==> config.mk <==
export PLATFORM = sky130hd
export DESIGN_NAME = su2r_div
export DESIGN_NICKNAME = d
export VERILOG_FILES = /design/src/design/su2r_div.sv
export SDC_FILE = /design/constraint.sdc
export NUM_CORES = 1
export LEC_CHECK = 0
export BUFFER_PORTS_ARGS = -buffer_cell sky130_fd_sc_hd__clkbuf_2
export CAP_MARGIN = 15
export CORE_MARGIN = 4
export CORE_UTILIZATION = 34
export CTS_CLUSTER_SIZE = 40
export DETAILED_ROUTE_END_ITERATION = 12
export GPL_TIMING_DRIVEN = 0
export PLACE_DENSITY_LB_ADDON = 0.15
export SYNTH_ARGS = -nofsm -noshare
export SYNTH_HDL_FRONTEND = slang
export SYNTH_SLANG_ARGS = --single-unit
==> constraint.sdc <==
create_clock -name clk_i -period 6.2 [get_ports clk_i]
set_clock_uncertainty 0.15 [all_clocks]
set_input_delay 1.24 -clock clk_i [delete_from_list [all_inputs] [get_ports clk_i]]
set_output_delay 1.24 -clock clk_i [all_outputs]
set_load 0.01 [all_outputs]
==> src/design/su2r_div.sv <==
// Pipelined restoring divider, one quotient bit per stage.
// Assumes num < den * 2^Q_W.
module su2r_div #(
  parameter int DEN_W = 8,
  parameter int Q_W   = 8
) (
  input  logic                   clk_i,
  input  logic                   en_i,
  input  logic [DEN_W+Q_W-1:0]   num_i,
  input  logic [DEN_W-1:0]       den_i,
  output logic [Q_W-1:0]         quo_o
);

  localparam int W = DEN_W + Q_W;

  logic [W-1:0]     rem_q [Q_W];
  logic [DEN_W-1:0] den_q [Q_W];
  logic [Q_W-1:0]   quo_q [Q_W];

  for (genvar g = 0; g < Q_W; g++) begin : g_stage
    localparam int B = Q_W - 1 - g;
    logic [W-1:0]     rem_in;
    logic [DEN_W-1:0] den_in;
    logic [Q_W-1:0]   quo_in;
    logic [W-1:0]     trial;

    if (g == 0) begin : g_first
      assign rem_in = num_i;
      assign den_in = den_i;
      assign quo_in = '0;
    end else begin : g_next
      assign rem_in = rem_q[g-1];
      assign den_in = den_q[g-1];
      assign quo_in = quo_q[g-1];
    end

    assign trial = W'(den_in) << B;

    always_ff @(posedge clk_i) begin
      if (en_i) begin
        den_q[g] <= den_in;
        if (rem_in >= trial) begin
          rem_q[g] <= rem_in - trial;
          quo_q[g] <= quo_in | (Q_W'(1) << B);
        end else begin
          rem_q[g] <= rem_in;
          quo_q[g] <= quo_in;
        end
      end
    end
  end

  assign quo_o = quo_q[Q_W-1];

endmodule

==> summary.md <==
| Metric | Value |
|---|---|
| Post-synth EDFFs | `204` |
| Clk buf depth | `3` |
| Setup slack, reg-to-reg | `3.31 ns` |
| Multi-input logic area | `0.003836 sq mm` |
| Register area share after synthesis | `59.05%` |
| DP HPWL | `14430 um` |
| RSZ-0062 raised after global routing | `no` |
| #FFs+latches synth | `204` |
| Top FF cell, synth | `edfxtp_1` |
| Reg2reg start | `den_q[4][0]` |
| Area Overhead vs Synth | `14.23%` |
| N_diodes | `0` |
| FF-to-FF End | `rem_q[5][4]` |
| First-pass GRT wire length | `31060 um` |
| CTS tree | `yes` |
| DR WL/cell | `14.42 um` |
| Post_cts resized | `0` |
| Die Wd | `182.7 um` |
| # clock sinks | `204` |
| Clk slew on worst S/H paths | `0.06 ns` |
| FP Rows | `63` |
| Status | `finished clean` |
| H-tree depth | `1` |
| Filler instances | `2867` |
| Worst EP required | `6.30 ns` |
| Initial DRC Count | `152` |
| # port buffers | `33` |
| Setup bufs post-CTS | `0` |
| TritonCTS buffer count | `23` |
| Clock Root Buffer | `clkbuf_16` |
| Remaining Overflow, GRT | `0` |
| Power per cell area | `363.7 mW/mm^2` |
| Insertion delay of the later-clocked pin in the worst-skew pair | `0.51 ns` |
| Nets@finish | `988` |
| F_max | `327.5 MHz` |
| Syn Inst Count | `829` |
| Die area | `0.03337 sq mm` |
| CP Launch Type | `input port` |
| Count of different cell masters after synthesis | `62` |
| Die Y | `182.7 um` |
| Total number of vias | `6165` |
| Seq. cell area | `0.006126 sq mm` |
| Worst r2r path cells | `8` |
| Metal2 WL | `9905 um` |
| Core Util, Final | `39.67%` |
| Final hold vios | `0` |
| Netlist Area Pre-Place | `0.01037 sq mm` |
| Routed wire length | `18710 um` |
| Worst Path Max Fanout | `21` |
| Synth Net Count | `926` |
| Period utilization | `49.24%` |
| Tot GR Track Use | `11.41%` |
| Maxcap violations | `0` |
| # IOs | `34` |
| Routability cong. | `0.8961` |
| Vias per inst | `4.753` |
| CTS Hold Bufs | `0` |
| First-pass iteration count of the detailed router | `4` |
| Met3 Routed Length | `616 um` |
| Largest net degree at the start of global routing | `44` |
| Post-Route M1 WL | `7373 um` |
| ANT nets after route | `0` |
| Yosys Warn Count | `0` |
| IR drop worst, VDD | `0.1723 mV` |
| Synth Area per Inst | `12.51 sq um` |
| Share of cells above drive strength 1 | `13.01%` |
| Hold Path Depth | `0` |
| Top sig layer | `met4` |
| Static leakage | `4.608 nW` |
| Relative slew slack | `30.02%` |
| Endpoints failing setup | `0` |
| Setup TNS | `0 ns` |
| Post-route DRC | `0` |
| Worst slew pin tran | `1.050 ns` |
| Min-delay src | `quo_q[1][11]` |
| CP arrival | `3.15 ns` |
| CP Capture Type | `flip-flop` |
| Final number of max-transition violations | `0` |
| Vias in the first global route | `6522` |
| Tmin final | `3.053 ns` |
| Ys async rst share | `0%` |
| Core region area | `0.02987 sq mm` |
| Hold EP | `quo_q[1][19]` |
| Initial antenna violation count | `0` |
| Starting Density | `34.72%` |
| Min-delay worst type | `flip-flop to flip-flop` |
| Critical path class | `input port to flip-flop` |
[worst max-delay path: stages]
cell and delay, ns:
clkbuf_4 0.32, clkbuf_1 0.52, o2111ai_1 0.19, a21oi_1 0.26, o31ai_4 0.19, buf_2 0.25, nor2_1 0.12, a21oi_1 0.05
[kinds of logic (layout without fill, tap and decap cells)]
family | after synthesis | after routing | share of synthesized area [%]
flops | 204 | 204 | 59.05
simple gates | 204 | 204 | 10.24
mux | 24 | 24 | 2.678
buf+inv | 104 | 182 | 3.968
xor+xnor | 48 | 48 | 4.053
compound gates | 174 | 174 | 10.94
fa+ha+maj | 71 | 71 | 9.070
[report_power, final]
part / internal [mW] / switching [mW]
sequential: 1.82 / 0.133
clock: 0.806 / 0.533
combinational: 0.487 / 0.530
[layout make-up]
type / count / area share [%]
multi-input combinational: 521 / 32.37
buffer: 17 / 0.7180
timing repair buffer: 37 / 2.027
clock inverter: 15 / 1.362
clock buffer: 26 / 4.952
inverter: 87 / 2.756
sequential: 204 / 51.69
tap: 390 / 4.118
[worst max path at each step]
stage             start            to  slack [ns]  depth (start not counted)
4_1_cts            en_i  quo_q[1][13]        3.07                          3
3_5_place_dp       en_i  quo_q[1][15]        2.53                          3
6_report           en_i  rem_q[2][12]        3.15                          8
2_1_floorplan  den_i[2]  rem_q[0][13]        3.11                          8
5_1_grt            en_i  rem_q[2][10]        2.92                          8
3_3_place_gp       en_i  quo_q[1][22]        1.39                          3
[Yosys cell counts (all sizes together) (10+ instances only)]
| cell | number | share of area, % |
|---|---|---|
| nand2b | 12 | 0.72 |
| nor2 | 71 | 2.6 |
| nand2 | 33 | 1.2 |
| xnor2 | 33 | 2.8 |
| edfxtp | 204 | 59 |
| nor2b | 12 | 0.72 |
| inv | 87 | 3.1 |
| xor2 | 15 | 1.3 |
| a21oi | 65 | 3.2 |
| o21ai | 36 | 1.7 |
| mux2 | 18 | 2.1 |
| clkbuf | 10 | 0.36 |
| ha | 64 | 7.7 |
| a21o | 15 | 1.1 |
| o21a | 12 | 0.87 |
| nor3 | 14 | 0.78 |
| nand3 | 10 | 0.48 |
[metrics by stage]
step | worst slack [ns] | hold slack (ns) | cells | power (mW) | cell area [sq um]
final | 3.147 | 0.2650 | 1297 | 4.310 | 11850
after detailed placement | 2.529 | 0.2545 | 1254 | 3.005 | 11070
after global placement | 1.390 | 0.2524 | 1252 | 2.994 | 11030
after floorplan | 3.113 | 0.2503 | 829 | 2.764 | 10370
after global routing | 2.920 | 0.2711 | 1297 | 4.590 | 11850
after CTS | 3.074 | 0.2641 | 1295 | 4.364 | 11820
[registers in the layout (all words and copies together), names as in the netlist]
register	count
den_q	56
quo_q	36
rem_q	112
[routing by layer]
layer / GRT usage [%] / vias to the layer above
met5: 0 / -
met4: 4.893 / 0
met3: 1.973 / 56
met2: 21.88 / 97
met1: 12.18 / 2847
li1: - / 3165
[cell usage in the layout, fill, tap and decap left out, drive strengths merged, types with 4 or more instances in the layout]
cell type,n
mux2i,6
o21a,12
xnor2,33
ha,64
nand3,10
or2,6
clkinv,7
inv,88
nor2,71
xor2,15
nand3b,7
nand4b,4
nor2b,12
a211oi,8
o21ai,36
nor3,14
nand4,6
o31a,6
fa,7
buf,11
a31oi,7
nor4,8
nand2b,12
edfxtp,204
a21o,15
a21oi,65
nand2,33
mux2,18
clkinvlp,4
and3,6
clkbuf,69
Note: power is estimated with default switching activity, not from simulation.
