File: config.mk
export PLATFORM = sky130hd
export DESIGN_NAME = su2r_isqrt
export DESIGN_NICKNAME = d
export VERILOG_FILES = /design/src/design/su2r_isqrt.sv
export SDC_FILE = /design/constraint.sdc
export NUM_CORES = 1
export LEC_CHECK = 0
export ABC_AREA = 1
export BUFFER_PORTS_ARGS = -buffer_cell sky130_fd_sc_hd__buf_2
export CORE_UTILIZATION = 40
export DETAILED_ROUTE_END_ITERATION = 10
export GPL_ROUTABILITY_DRIVEN = 0
export GPL_TIMING_DRIVEN = 0
export RECOVER_POWER = 100
export REMOVE_ABC_BUFFERS = 1
export SYNTH_ARGS = -nofsm -noshare
export SYNTH_HDL_FRONTEND = slang
export SYNTH_SLANG_ARGS = --single-unit
File: constraint.sdc
create_clock -name clk_i -period 5.11 [get_ports clk_i]
set_input_delay 1.2775 -clock clk_i [delete_from_list [all_inputs] [get_ports clk_i]]
set_output_delay 1.2775 -clock clk_i [all_outputs]
set_load 0.05 [all_outputs]
File: src/design/su2r_isqrt.sv
// Pipelined integer square root, one result bit per stage.
module su2r_isqrt #(
  parameter int RES_W = 8
) (
  input  logic               clk_i,
  input  logic               en_i,
  input  logic [2*RES_W-1:0] rad_i,
  output logic [RES_W-1:0]   root_o
);

  localparam int W = 2 * RES_W + 1;

  logic [W-1:0]     rem_q  [RES_W];
  logic [RES_W-1:0] root_q [RES_W];

  for (genvar g = 0; g < RES_W; g++) begin : g_stage
    localparam int B = RES_W - 1 - g;
    logic [W-1:0]     rem_in;
    logic [RES_W-1:0] root_in;
    logic [W-1:0]     trial;

    if (g == 0) begin : g_first
      assign rem_in  = {1'b0, rad_i};
      assign root_in = '0;
    end else begin : g_next
      assign rem_in  = rem_q[g-1];
      assign root_in = root_q[g-1];
    end

    // rem >= 2*root*2^B + 2^(2B) means bit B of the root can be set
    assign trial = (W'(root_in) << (B + 1)) + (W'(1) << (2 * B));

    always_ff @(posedge clk_i) begin
      if (en_i) begin
        if (rem_in >= trial) begin
          rem_q[g]  <= rem_in - trial;
          root_q[g] <= root_in | (RES_W'(1) << B);
        end else begin
          rem_q[g]  <= rem_in;
          root_q[g] <= root_in;
        end
      end
    end
  end

  assign root_o = root_q[RES_W-1];

endmodule

==> metrics.md, run 1 <==
| Metric | Value |
|---|---|
| Power Dens Cells | 377 mW/mm^2 |
| Slew Viols, Final | 0 |
| Routed WL per cell | ~12 um |
| RSZ-0062 raised after global routing | false |
| Vias/cell | 4.66 |
| Num CTS Buffers | 17 |
| Standard-cell rows | 52 |
| CTS Sinks | ~160 |
| Commonest cells after routing, fill and taps aside | nand2_1, edfxtp_1, inv_1 |
| First-pass detailed-route iteration total | 7 |
| IO Port Bufs | 25 |
| Die Y | 146 um |
| Max_slew headroom | 0.508 |
| Drt drc | 0 |
| CORE AREA | 0.0202 mm^2 |
| Leading register cell type out of synthesis | edfxtp_1 |
| Commonest non-fill, non-tap cell in the layout | nand2_1 |
| Sequential share of the synthesized area | 0.565 |
| M1 WL | roughly 5.6 mm |
| Root buf cell | clkbuf_16 |
| Ys Warns | 0 |
| Io pins | 26 |
| CTS resizes | 0 |
| Starting Density | 0.407 |
| Endpoints failing setup | 0 |
| Initial antenna violation count | 0 |
| Asr flop ratio synth | 0 |
| Peak Freq | 267 MHz |
| Post-CTS Setup Bufs | 0 |
| Worst-margin pin slew | ~0.73 ns |
| H-tree levels | 4 |
| CP startpoint kind | input pin |
| Critical Path RT | 5.29 ns |
| Layout cell share with drive strength beyond 1 | 0.0887 |
| Worst EP arrival | 3.93 ns |
| Cell Area, Synth | 0.00824 mm^2 |
| Filler cells | 1918 |
| CTS clk-pin slew, worst paths | about 0.07 ns |
| Die Wd | 146 um |
| Final ANT Viol Nets | 0 |
| Vias in the first global route | 5431 |
| Worst min-delay path category | reg2reg |
| Syn Inst Count | 858 |
| First-pass GRT wire length | 24.0 mm |
| Final Hold Viols | 0 |
| Final clock skew | 0.00764 ns |
| Worst Setup End Kind | register |
| Vias | 5463 |
| Max layer used | met4 |
| Worst-Skew Late Latency | 0.43 ns |
| TritonCTS clock tree | done |
| Syn_area_per_cell | 9.60 um^2 |
| Critical path fanouts, max | 90 |
| Gr usage total | 0.144 |
| DP HPWL | 10.7 mm |
| Overflow after GRT | 0 |
| Final setup margin | 1.37 ns |
| Final period utilization | 0.733 |
| Area Growth Syn to Fin | 11.5% |
| Largest net degree at the start of global routing | 91 |
| Category of the most critical setup path | in2reg |
| Leakage | 4.12 nW |
| Placed insts | 1141 |
| Fin crit period | 3.74 ns |
| Worst slack, placed | 1.20 ns |
| Max-cap violations | 0 |
| Met3 wire len | 395 um |
| Finished Layout Cells | 1172 |
| Cts hold-fix bufs | 0 |
| Synthesis-stage register bit count | about 160 |
| Full die area | 0.0212 mm^2 |
| VDD IR max | 0.000240 V |
| # diodes | 0 |
| Number of synthesized flops with an enable pin | 155 |
| Status | completed |
| CTS max path bufs | 2 |
| Routed wl met2 | approximately 8 mm |
| Final net count | 950 |
| Synth unique cells | 40 |
| DR iter-0 viols | 175 |
| Final wirelength | 14.2 mm |
[path summary, 6_finish.rpt]
kind / from / end / slack (ns) / depth (start not counted)
max: en_i / rem_q[5][9] / 1.37 / 9
min: rem_q[0][0] / rem_q[1][0] / 0.45 / 0
max reg2reg: rem_q[3][11] / rem_q[4][14] / 2.59 / 9
min reg2reg: rem_q[0][0] / rem_q[1][0] / 0.45 / 0
[power by group]
group          switching, mW  internal (mW)
Clock                  0.561          0.699
Combinational          0.361          0.199
Sequential            0.0737           1.57
[per-stage QoR]
step / hold slack, ns / power, mW / setup TNS [ns] / area [um^2] / utilization
floorplan: 0.417 / 2.08 / 0 / 8160 / -
global placement: 0.432 / 2.23 / -21.20 / 8620 / 0.426
detailed placement: 0.435 / 2.24 / 0 / 8660 / 0.428
CTS: 0.451 / 3.50 / 0 / 9260 / 0.457
global route: 0.455 / 3.64 / 0 / 9180 / 0.454
finish: 0.449 / 3.46 / 0 / 9180 / 0.454
[registers in the layout, summed over array words and instances (netlist names)]
signal	count
rem_q	119
root_q	36
[cells in the mapped netlist (2+ instances only)]
cell type / instances / area (um^2)
nand3b_1: 5 / 37.5
nand4_1: 14 / 87.6
ha_1: 42 / 526
nand2_1: 243 / 912
nor3_1: 8 / 40.0
nor4_1: 4 / 25.0
nor2_4: 2 / 22.5
nor2_2: 5 / 31.3
o21ai_1: 6 / 30.0
a21oi_2: 4 / 35.0
a21oi_1: 14 / 70.1
nor3_2: 4 / 40.0
o211ai_1: 2 / 15.0
inv_2: 4 / 15.0
inv_1: 147 / 552
o21ai_2: 7 / 61.3
nand3_1: 57 / 285
or2_2: 3 / 18.8
edfxtp_1: 155 / 4650
xnor2_1: 5 / 43.8
nand3_2: 5 / 50.1
o21ai_0: 10 / 50.1
buf_6: 4 / 45.0
clkbuf_1: 8 / 30.0
nor2_1: 61 / 229
xor2_1: 19 / 166
nand2_2: 7 / 43.8
[cell families after synthesis]
group                      count (synthesis)  share of synthesized area
and+or+nand+nor                          426                      0.231
xor gates and xnor gates                  24                     0.0255
adders and majority gates                 42                     0.0638
buffers and inverters                    164                     0.0785
AOI/OAI and AO/OA                         47                     0.0358
DFF                                      155                      0.565
[per-layer routing]
| metal | vias up | global-route usage |
|---|---|---|
| met5 | - | 0 |
| met4 | 0 | 0.0674 |
| met3 | 26 | 0.0323 |
| met2 | 85 | 0.283 |
| met1 | 2478 | 0.141 |
| li1 | 2874 | - |
[final cells by class]
type / instances / area [um^2] / area share
timing repair buffer: 26 / 149 / 0.0162
inverter: 151 / 567 / 0.0617
tap: 270 / 338 / 0.0368
multi-input combinational: 539 / 2870 / 0.313
clock inverter: 14 / 175 / 0.0191
sequential: 155 / 4650 / 0.507
clock buffer: 17 / 425 / 0.0463
[worst max-delay path, stage by stage]
cell and delay (ns):
buf_6 0.45, buf_16 0.42, inv_1 0.28, nor3_1 0.24
nand3_2 0.14, nor2_1 0.43, nand2_1 0.42, nand2_1 0.16
nand2_1 0.05
No activity file was read; power rests on OpenSTA's default activity.
==> run 2, diff against run 1 <==
--- a/config.mk
+++ b/config.mk
@@ -5,7 +5,7 @@
 export SDC_FILE = /design/constraint.sdc
 export NUM_CORES = 1
 export LEC_CHECK = 0
-export ABC_AREA = 1
+export ABC_AREA = 0
 export BUFFER_PORTS_ARGS = -buffer_cell sky130_fd_sc_hd__buf_2
 export CORE_UTILIZATION = 40
 export DETAILED_ROUTE_END_ITERATION = 10
==> constraint.sdc (replaced) <==
create_clock -name clk_i -period 3.9 [get_ports clk_i]
set_input_delay 0.975 -clock clk_i [delete_from_list [all_inputs] [get_ports clk_i]]
set_output_delay 0.975 -clock clk_i [all_outputs]
set_load 0.05 [all_outputs]
==> run 2 against run 1 <==
The flow now finishes with violations (design-rule violations). Utilization up 0.87 points. Cell area down 8.9%. Register-to-register slack worse by 2.1 ns. Die area down 10%. Synthesized cell count down 36%. Power up 27%. Global-route usage down 0.98 points. Sequential share of layout area up 5.0 points. Clock power up 33%. Largest cell class unchanged. Largest power group unchanged.
==> metrics.md, run 2 <==
| Metric | Value |
|---|---|
| Status | finished, violations left |
| Failing checks | design-rule violations |
| Final clock skew | 0.00556 ns |
| Complex-gate fraction of the synthesized area | 0.0742 |
| Sw power | 1.03 mW |
| Final TNS setup | 0 ns |
| Io pins | 26 |
| Final ANT Viol Nets | 0 |
| Critical path fanouts, max | a little over 90 |
| Power Dens Cells | 525 mW/mm^2 |
| CP top delay family | buffers and inverters |
| Max-cap violations | 0 |
| Most common cell in the netlist | edfxtp_1 |
| RSZ-0062 raised after global routing | false |
| Vias/cell | 5.19 |
| Full die area | between 0.015 and 0.02 mm^2 |
| VDD IR max | 0.000350 V |
| Overflow after GRT | 0 |
| Die Wd | 138 um |
| Critical Path RT | 4.06 ns |
| Category of the most critical setup path | in2reg |
| Syn_area_per_cell | 13.6 um^2 |
| Post-synth top cells | edfxtp_1, inv_1, ha_1 |
| Final net count | around 640 |
| Cts hold-fix bufs | 0 |
| Worst min-delay path category | reg2reg |
| Worst EP arrival | 3.74 ns |
| Slowest cell delay on critical path | a little over 0.8 ns |
| Ys Warns | 0 |
| First-pass detailed-route iteration total | 7 |
| Filler cells | 1568 |
| H-tree levels | 4 |
| Gr usage total | 0.134 |
| Largest Register | rem_q |
| Main combinational cell family by area after synthesis | simple AND/OR/NAND/NOR gates |
| DR iter-0 viols | 257 |
| CTS Sinks | 155 |
| Top cell type's share of synthesized area | 0.628 |
| Final wirelength | 12.2 mm |
| Placed insts | 788 |
| CTS max path bufs | 2 |
| Num CTS Buffers | 17 |
| Starting Density | 0.410 |
| Worst slack, placed | -0.310 ns |
| CTS clk-pin slew, worst paths | 0.06 ns |
| Flop pwr share | 0.495 |
| Die Y | 138 um |
| Area Growth Syn to Fin | 12.9% |
| Vias in the first global route | 4452 |
| Endpoints failing setup | 0 |
| Worst Setup End Kind | register |
| Adder-cell share of the synthesized area | 0.0709 |
| Logic pwr share | 0.125 |
| Slew Viols, Final | 0 |
| Worst-Skew Late Latency | 0.41 ns |
| Final Hold Viols | 0 |
| Worst-margin pin slew | 0.954 ns |
| TritonCTS clock tree | done |
| Clock power frac | 0.381 |
| Internal Power | 3.37 mW |
| Crit path cell chain | buf_6 -> buf_16 -> nor4b_1 -> nand3_1 -> a211oi_2 -> mux2_2 |
| Simple-gate share of the synthesized area | 0.115 |
| Synth Area in XOR/XNOR | 0.0508 |
| Layout cell share with drive strength beyond 1 | 0.110 |
| Post-layout util | 0.463 |
| Biggest regs | rem_q (119), root_q (36) |
| Cell Area, Synth | 0.00741 mm^2 |
| CTS resizes | 0 |
| Commonest cells after routing, fill and taps aside | edfxtp_1, inv_1, ha_1 |
| Vias | 4261 |
| Final period utilization | 0.918 |
| Sequential share of the synthesized area | 0.628 |
| First-pass GRT wire length | 19.8 mm |
| Commonest non-fill, non-tap cell in the layout | edfxtp_1 |
| Leading register cell type out of synthesis | edfxtp_1 |
| Fin crit period | 3.58 ns |
| Asr flop ratio synth | 0 |
| IO Port Bufs | 25 |
| Standard-cell rows | 49 |
| Proportion of synthesized area in mux cells | 0.0275 |
| Sw Share | 0.234 |
| Root buf cell | clkbuf_16 |
| Synth unique cells | just under 60 |
| Leakage | 3.12 nW |
| Syn Inst Count | 545 |
| # diodes | 0 |
| Initial antenna violation count | 0 |
| Final setup margin | between 0.3 and 0.4 ns |
| Finished Layout Cells | 821 |
| Tot Pwr | 4.39 mW |
| Number of synthesized flops with an enable pin | 155 |
| DP HPWL | 8.76 mm |
| Synth area leaders | edfxtp_1, ha_1, inv_1 |
| Cell accounting for the most synthesized area | edfxtp_1 |
| CORE AREA | 0.0181 mm^2 |
| CP startpoint kind | input pin |
| Routed WL per cell | between 10 and 15 um |
| Drt drc | 2 |
| Synthesis-stage register bit count | 155 |
| Highest-delay cell along the critical path | a211oi_2 |
| Max_slew headroom | 0.363 |
| WP buf/inv | 2 |
| Max FFs per register | 119 |
| Peak Freq | 279 MHz |
| Largest net degree at the start of global routing | 94 |
| Post-CTS Setup Bufs | 0 |
## run 2: metrics by stage
stage | hold WS, ns | area [um^2]
final | 0.440 | 8370
after global routing | 0.459 | 8370
after CTS | 0.443 | 8420
after detailed placement | 0.428 | 7810
after global placement | 0.430 | 7770
after floorplan | 0.417 | 7360
## run 2: cell type report
class,count,area (um^2),share of cell area
Sequential cell,155,4650,0.556
Multi-Input combinational cell,326,2470,0.295
Clock buffer,18,429,0.0513
Tap cell,229,287,0.0343
Inverter,52,195,0.0233
Clock inverter,14,178,0.0212
Timing Repair Buffer,27,153,0.0182
## run 2: cell families after synthesis
| group | count (synthesis) |
|---|---|
| XOR/XNOR | 43 |
| adder cells (fa/ha/maj) | 42 |
| buffers and inverters | 64 |
| flip-flops | 155 |
| multiplexers | 17 |
| AND/OR/NAND/NOR | 140 |
| AO/OA/AOI/OAI | 84 |
## run 2: final timing paths
| check | end | cells after the start | slack [ns] | startpoint |
|---|---|---|---|---|
| worst max-delay path | rem_q[5][7] | 6 | 0.32 | en_i |
| worst min-delay path | rem_q[5][0] | 0 | 0.44 | rem_q[4][0] |
| worst max register to register | rem_q[6][10] | 6 | 0.52 | rem_q[5][9] |
| worst min register to register | rem_q[5][0] | 0 | 0.44 | rem_q[4][0] |
## run 2: per-layer routing
| metal | wire [um] | GRT usage |
|---|---|---|
| met4 | 500 | 0.0905 |
| met3 | 386 | 0.0350 |
| met5 | 0 | 0 |
| met2 | 6630 | 0.262 |
| met1 | 4660 | 0.119 |
## run 2: power groups by stage
stage	logic (mW)	registers [mW]	clock network (mW)
5_1_grt	0.611	2.19	1.77
3_5_place_dp	0.558	2.21	0
2_1_floorplan	0.411	2.18	0
6_report	0.547	2.17	1.67
3_3_place_gp	0.534	2.21	0
4_1_cts	0.562	2.17	1.70
## run 2: worst register-to-register path: stages (launching register included)
cell and delay, ns:
edfxtp_1 0.40, ha_1 0.26, or4_1 0.64, or4_1 0.58, nor3_1 0.80, o21a_1 0.30, o21ai_0 0.11
==> run 3, diff against run 2 <==
--- a/config.mk
+++ b/config.mk
@@ -7,11 +7,12 @@
 export LEC_CHECK = 0
 export ABC_AREA = 0
 export BUFFER_PORTS_ARGS = -buffer_cell sky130_fd_sc_hd__buf_2
+export CORE_ASPECT_RATIO = 0.8
 export CORE_UTILIZATION = 40
 export DETAILED_ROUTE_END_ITERATION = 10
 export GPL_ROUTABILITY_DRIVEN = 0
 export GPL_TIMING_DRIVEN = 0
-export RECOVER_POWER = 100
+export RECOVER_POWER = 50
 export REMOVE_ABC_BUFFERS = 1
 export SYNTH_ARGS = -nofsm -noshare
 export SYNTH_HDL_FRONTEND = slang
==> run 3 against run 2 <==
The flow now finishes without violations. Combinational power rose by 2%. Critical path depth rose by 1. Utilization fell by 0.10 points. Maximum frequency is 0.54% lower. Via count decreased by 0.26%. Die area hardly changed. Clock power fell by 8%. Count of clock-buffer cells in the layout is 1 lower. Sequential share of layout area about the same. Critical path type unchanged. Largest cell class unchanged.
==> metrics.md, run 3 (synthesis results as in run 2) <==
| Metric | Value |
|---|---|
| Drt drc | 0 |
| Filler cells | 1571 |
| Endpoints failing setup | 0 |
| H-tree levels | 4 |
| Final period utilization | 0.923 |
| Largest net degree at the start of global routing | 113 |
| Worst-margin pin slew | around 1.3 ns |
| Highest-delay cell along the critical path | a2111oi_2 |
| WP buf/inv | 2 |
| Max-cap violations | 0 |
| Status | completed |
| First-pass GRT wire length | 19.7 mm |
| Final setup margin | around 0.30 ns |
| Post-CTS Setup Bufs | 0 |
| Slowest cell delay on critical path | ~1.1 ns |
| Vias/cell | 5.18 |
| First-pass detailed-route iteration total | 4 |
| Placed cell areas | between 0.007 and 0.008 mm^2 |
| Layout cell share with drive strength beyond 1 | 0.137 |
| Power Dens Cells | 509 mW/mm^2 |
| Clock power frac | 0.359 |
| Multi-input gate area | 0.00251 mm^2 |
| # diodes | 0 |
| Commonest non-fill, non-tap cell in the layout | edfxtp_1 |
| Vias in the first global route | 4380 |
| Reg-to-reg slack, setup | 0.82 ns |
| Worst-Skew Late Latency | between 0.4 and 0.5 ns |
| Final net count | 638 |
| DP HPWL | 8.58 mm |
| Max_slew headroom | 0.156 |
| Starting Density | 0.409 |
| CTS resizes | 0 |
| Post-route cell area | between 0.008 and 0.009 mm^2 |
| RSZ-0062 raised after global routing | false |
| Sw power | 1.06 mW |
| Leakage | 3.15 nW |
| Routed WL per cell | 14.6 um |
| Gr usage total | 0.136 |
| Num CTS Buffers | 17 |
| Fin crit period | 3.60 ns |
| Sw Share | 0.250 |
| Worst EP arrival | 3.75 ns |
| Reg-to-reg endpoint | rem_q[4][16] |
| Commonest cells after routing, fill and taps aside | edfxtp_1, inv_1, ha_1 |
| CTS Sinks | 155 |
| Peak Freq | 278 MHz |
| Worst Setup End Kind | register |
| Max FFs per register | 119 |
| Root buf cell | clkbuf_16 |
| DR iter-0 viols | between 200 and 300 |
| IO Port Bufs | 25 |
| Final clock skew | between 0.01 and 0.015 ns |
| CP startpoint kind | input pin |
| Critical Path RT | ~4.1 ns |
| CORE AREA | 0.0181 mm^2 |
| Tot Pwr | 4.25 mW |
| Overflow after GRT | 0 |
| CTS max path bufs | 2 |
| Die Wd | ~150 um |
| Final ANT Viol Nets | 0 |
| Reg2Reg Launch Point | rem_q[3][11] |
| Crit path cell chain | buf_6 -> buf_16 -> nand2b_1 -> a311o_1 -> a2111oi_2 -> nor4_1 -> xor2_1 |
| Area Growth Syn to Fin | 12.9% |
| CTS clk-pin slew, worst paths | 0.06 ns |
| Io pins | 26 |
| Full die area | 0.0191 mm^2 |
| Vias | 4250 |
| Standard-cell rows | 44 |
| Cts hold-fix bufs | 0 |
| Initial antenna violation count | 0 |
| VDD IR max | ~0.00033 V |
| Slew Viols, Final | 0 |
| Worst slack, placed | -0.165 ns |
| Flop pwr share | 0.510 |
| Min Hold Slack | 0.446 ns |
| Largest Register | rem_q |
| Logic pwr share | 0.131 |
| Internal Power | 3.19 mW |
| CP top delay family | compound AO/OA/AOI/OAI gates |
| Register Area | 0.00465 mm^2 |
| Final Hold Viols | 0 |
| Category of the most critical setup path | in2reg |
| Hold Path Stages | 0 |
| Critical path fanouts, max | about 110 |
| HP Start | root_q[1][21] |
| Worst Reg2Reg Path Length in Cells | 6 |
| TritonCTS clock tree | done |
| Worst min-delay path category | reg2reg |
| Worst Hold End | root_q[1][29] |
| Biggest regs | rem_q (119), root_q (36) |
| Die Y | 124 um |
| Final wirelength | 12.0 mm |
## run 3: cell count changes in the layout (fill, tap and decap cells not counted), sizes merged
cell	previous run	this run
clkbuf	27	17
buf	18	26
bufinv	4	1
clkinv	6	9
inv	52	55
clkinvlp	4	2
## run 3: routing by layer
layer	share of wire	GRT usage	up-vias
li1	-	-	2107
met2	0.52	0.260	95
met3	0.031	0.0334	32
met4	0.034	0.0825	0
met5	0	0	-
met1	0.41	0.135	2016
## run 3: power by group through the flow
stage	Combinational [mW]	Clock [mW]	Sequential (mW)
global route	0.624	1.63	2.19
CTS	0.558	1.56	2.17
floorplan	0.411	0	2.18
global placement	0.532	0	2.21
finish	0.556	1.53	2.17
detailed placement	0.555	0	2.21
## run 3: worst register-to-register path: cells and delay by family (launching register included)
family / cells / cell delay (ns)
compound gates: 2 / 1.49
xor+xnor: 1 / 0.20
fa+ha+maj: 1 / 0.39
flops: 1 / 0.41
simple gates: 2 / 0.32
## run 3: layout make-up
cell class | instances | area share
Tap cell | 230 | 0.0344
Multi-Input combinational cell | 326 | 0.301
Timing Repair Buffer | 26 | 0.0190
Inverter | 52 | 0.0233
Clock inverter | 15 | 0.0147
Sequential cell | 155 | 0.557
Clock buffer | 17 | 0.0509
## run 3: how the worst max path moves through the flow
| stage | from | endpoint | slack, ns | cells past startpoint |
|---|---|---|---|---|
| floorplan | en_i | rem_q[5][7] | 0.92 | 4 |
| global placement | en_i | rem_q[5][10] | -2.11 | 6 |
| detailed placement | en_i | rem_q[4][14] | -0.16 | 7 |
| CTS | en_i | rem_q[4][14] | 0.28 | 7 |
| global route | en_i | rem_q[4][14] | 0.11 | 7 |
| finish | en_i | rem_q[4][16] | 0.30 | 7 |
## run 3: through the flow
| stage | utilization | instances | setup TNS, ns |
|---|---|---|---|
| floorplan | - | 533 | 0 |
| global placement | 0.429 | 788 | -81.20 |
| detailed placement | 0.431 | 789 | -0.868 |
| CTS | 0.462 | 821 | 0 |
| global route | 0.462 | 821 | 0 |
| finish | 0.462 | 821 | 0 |
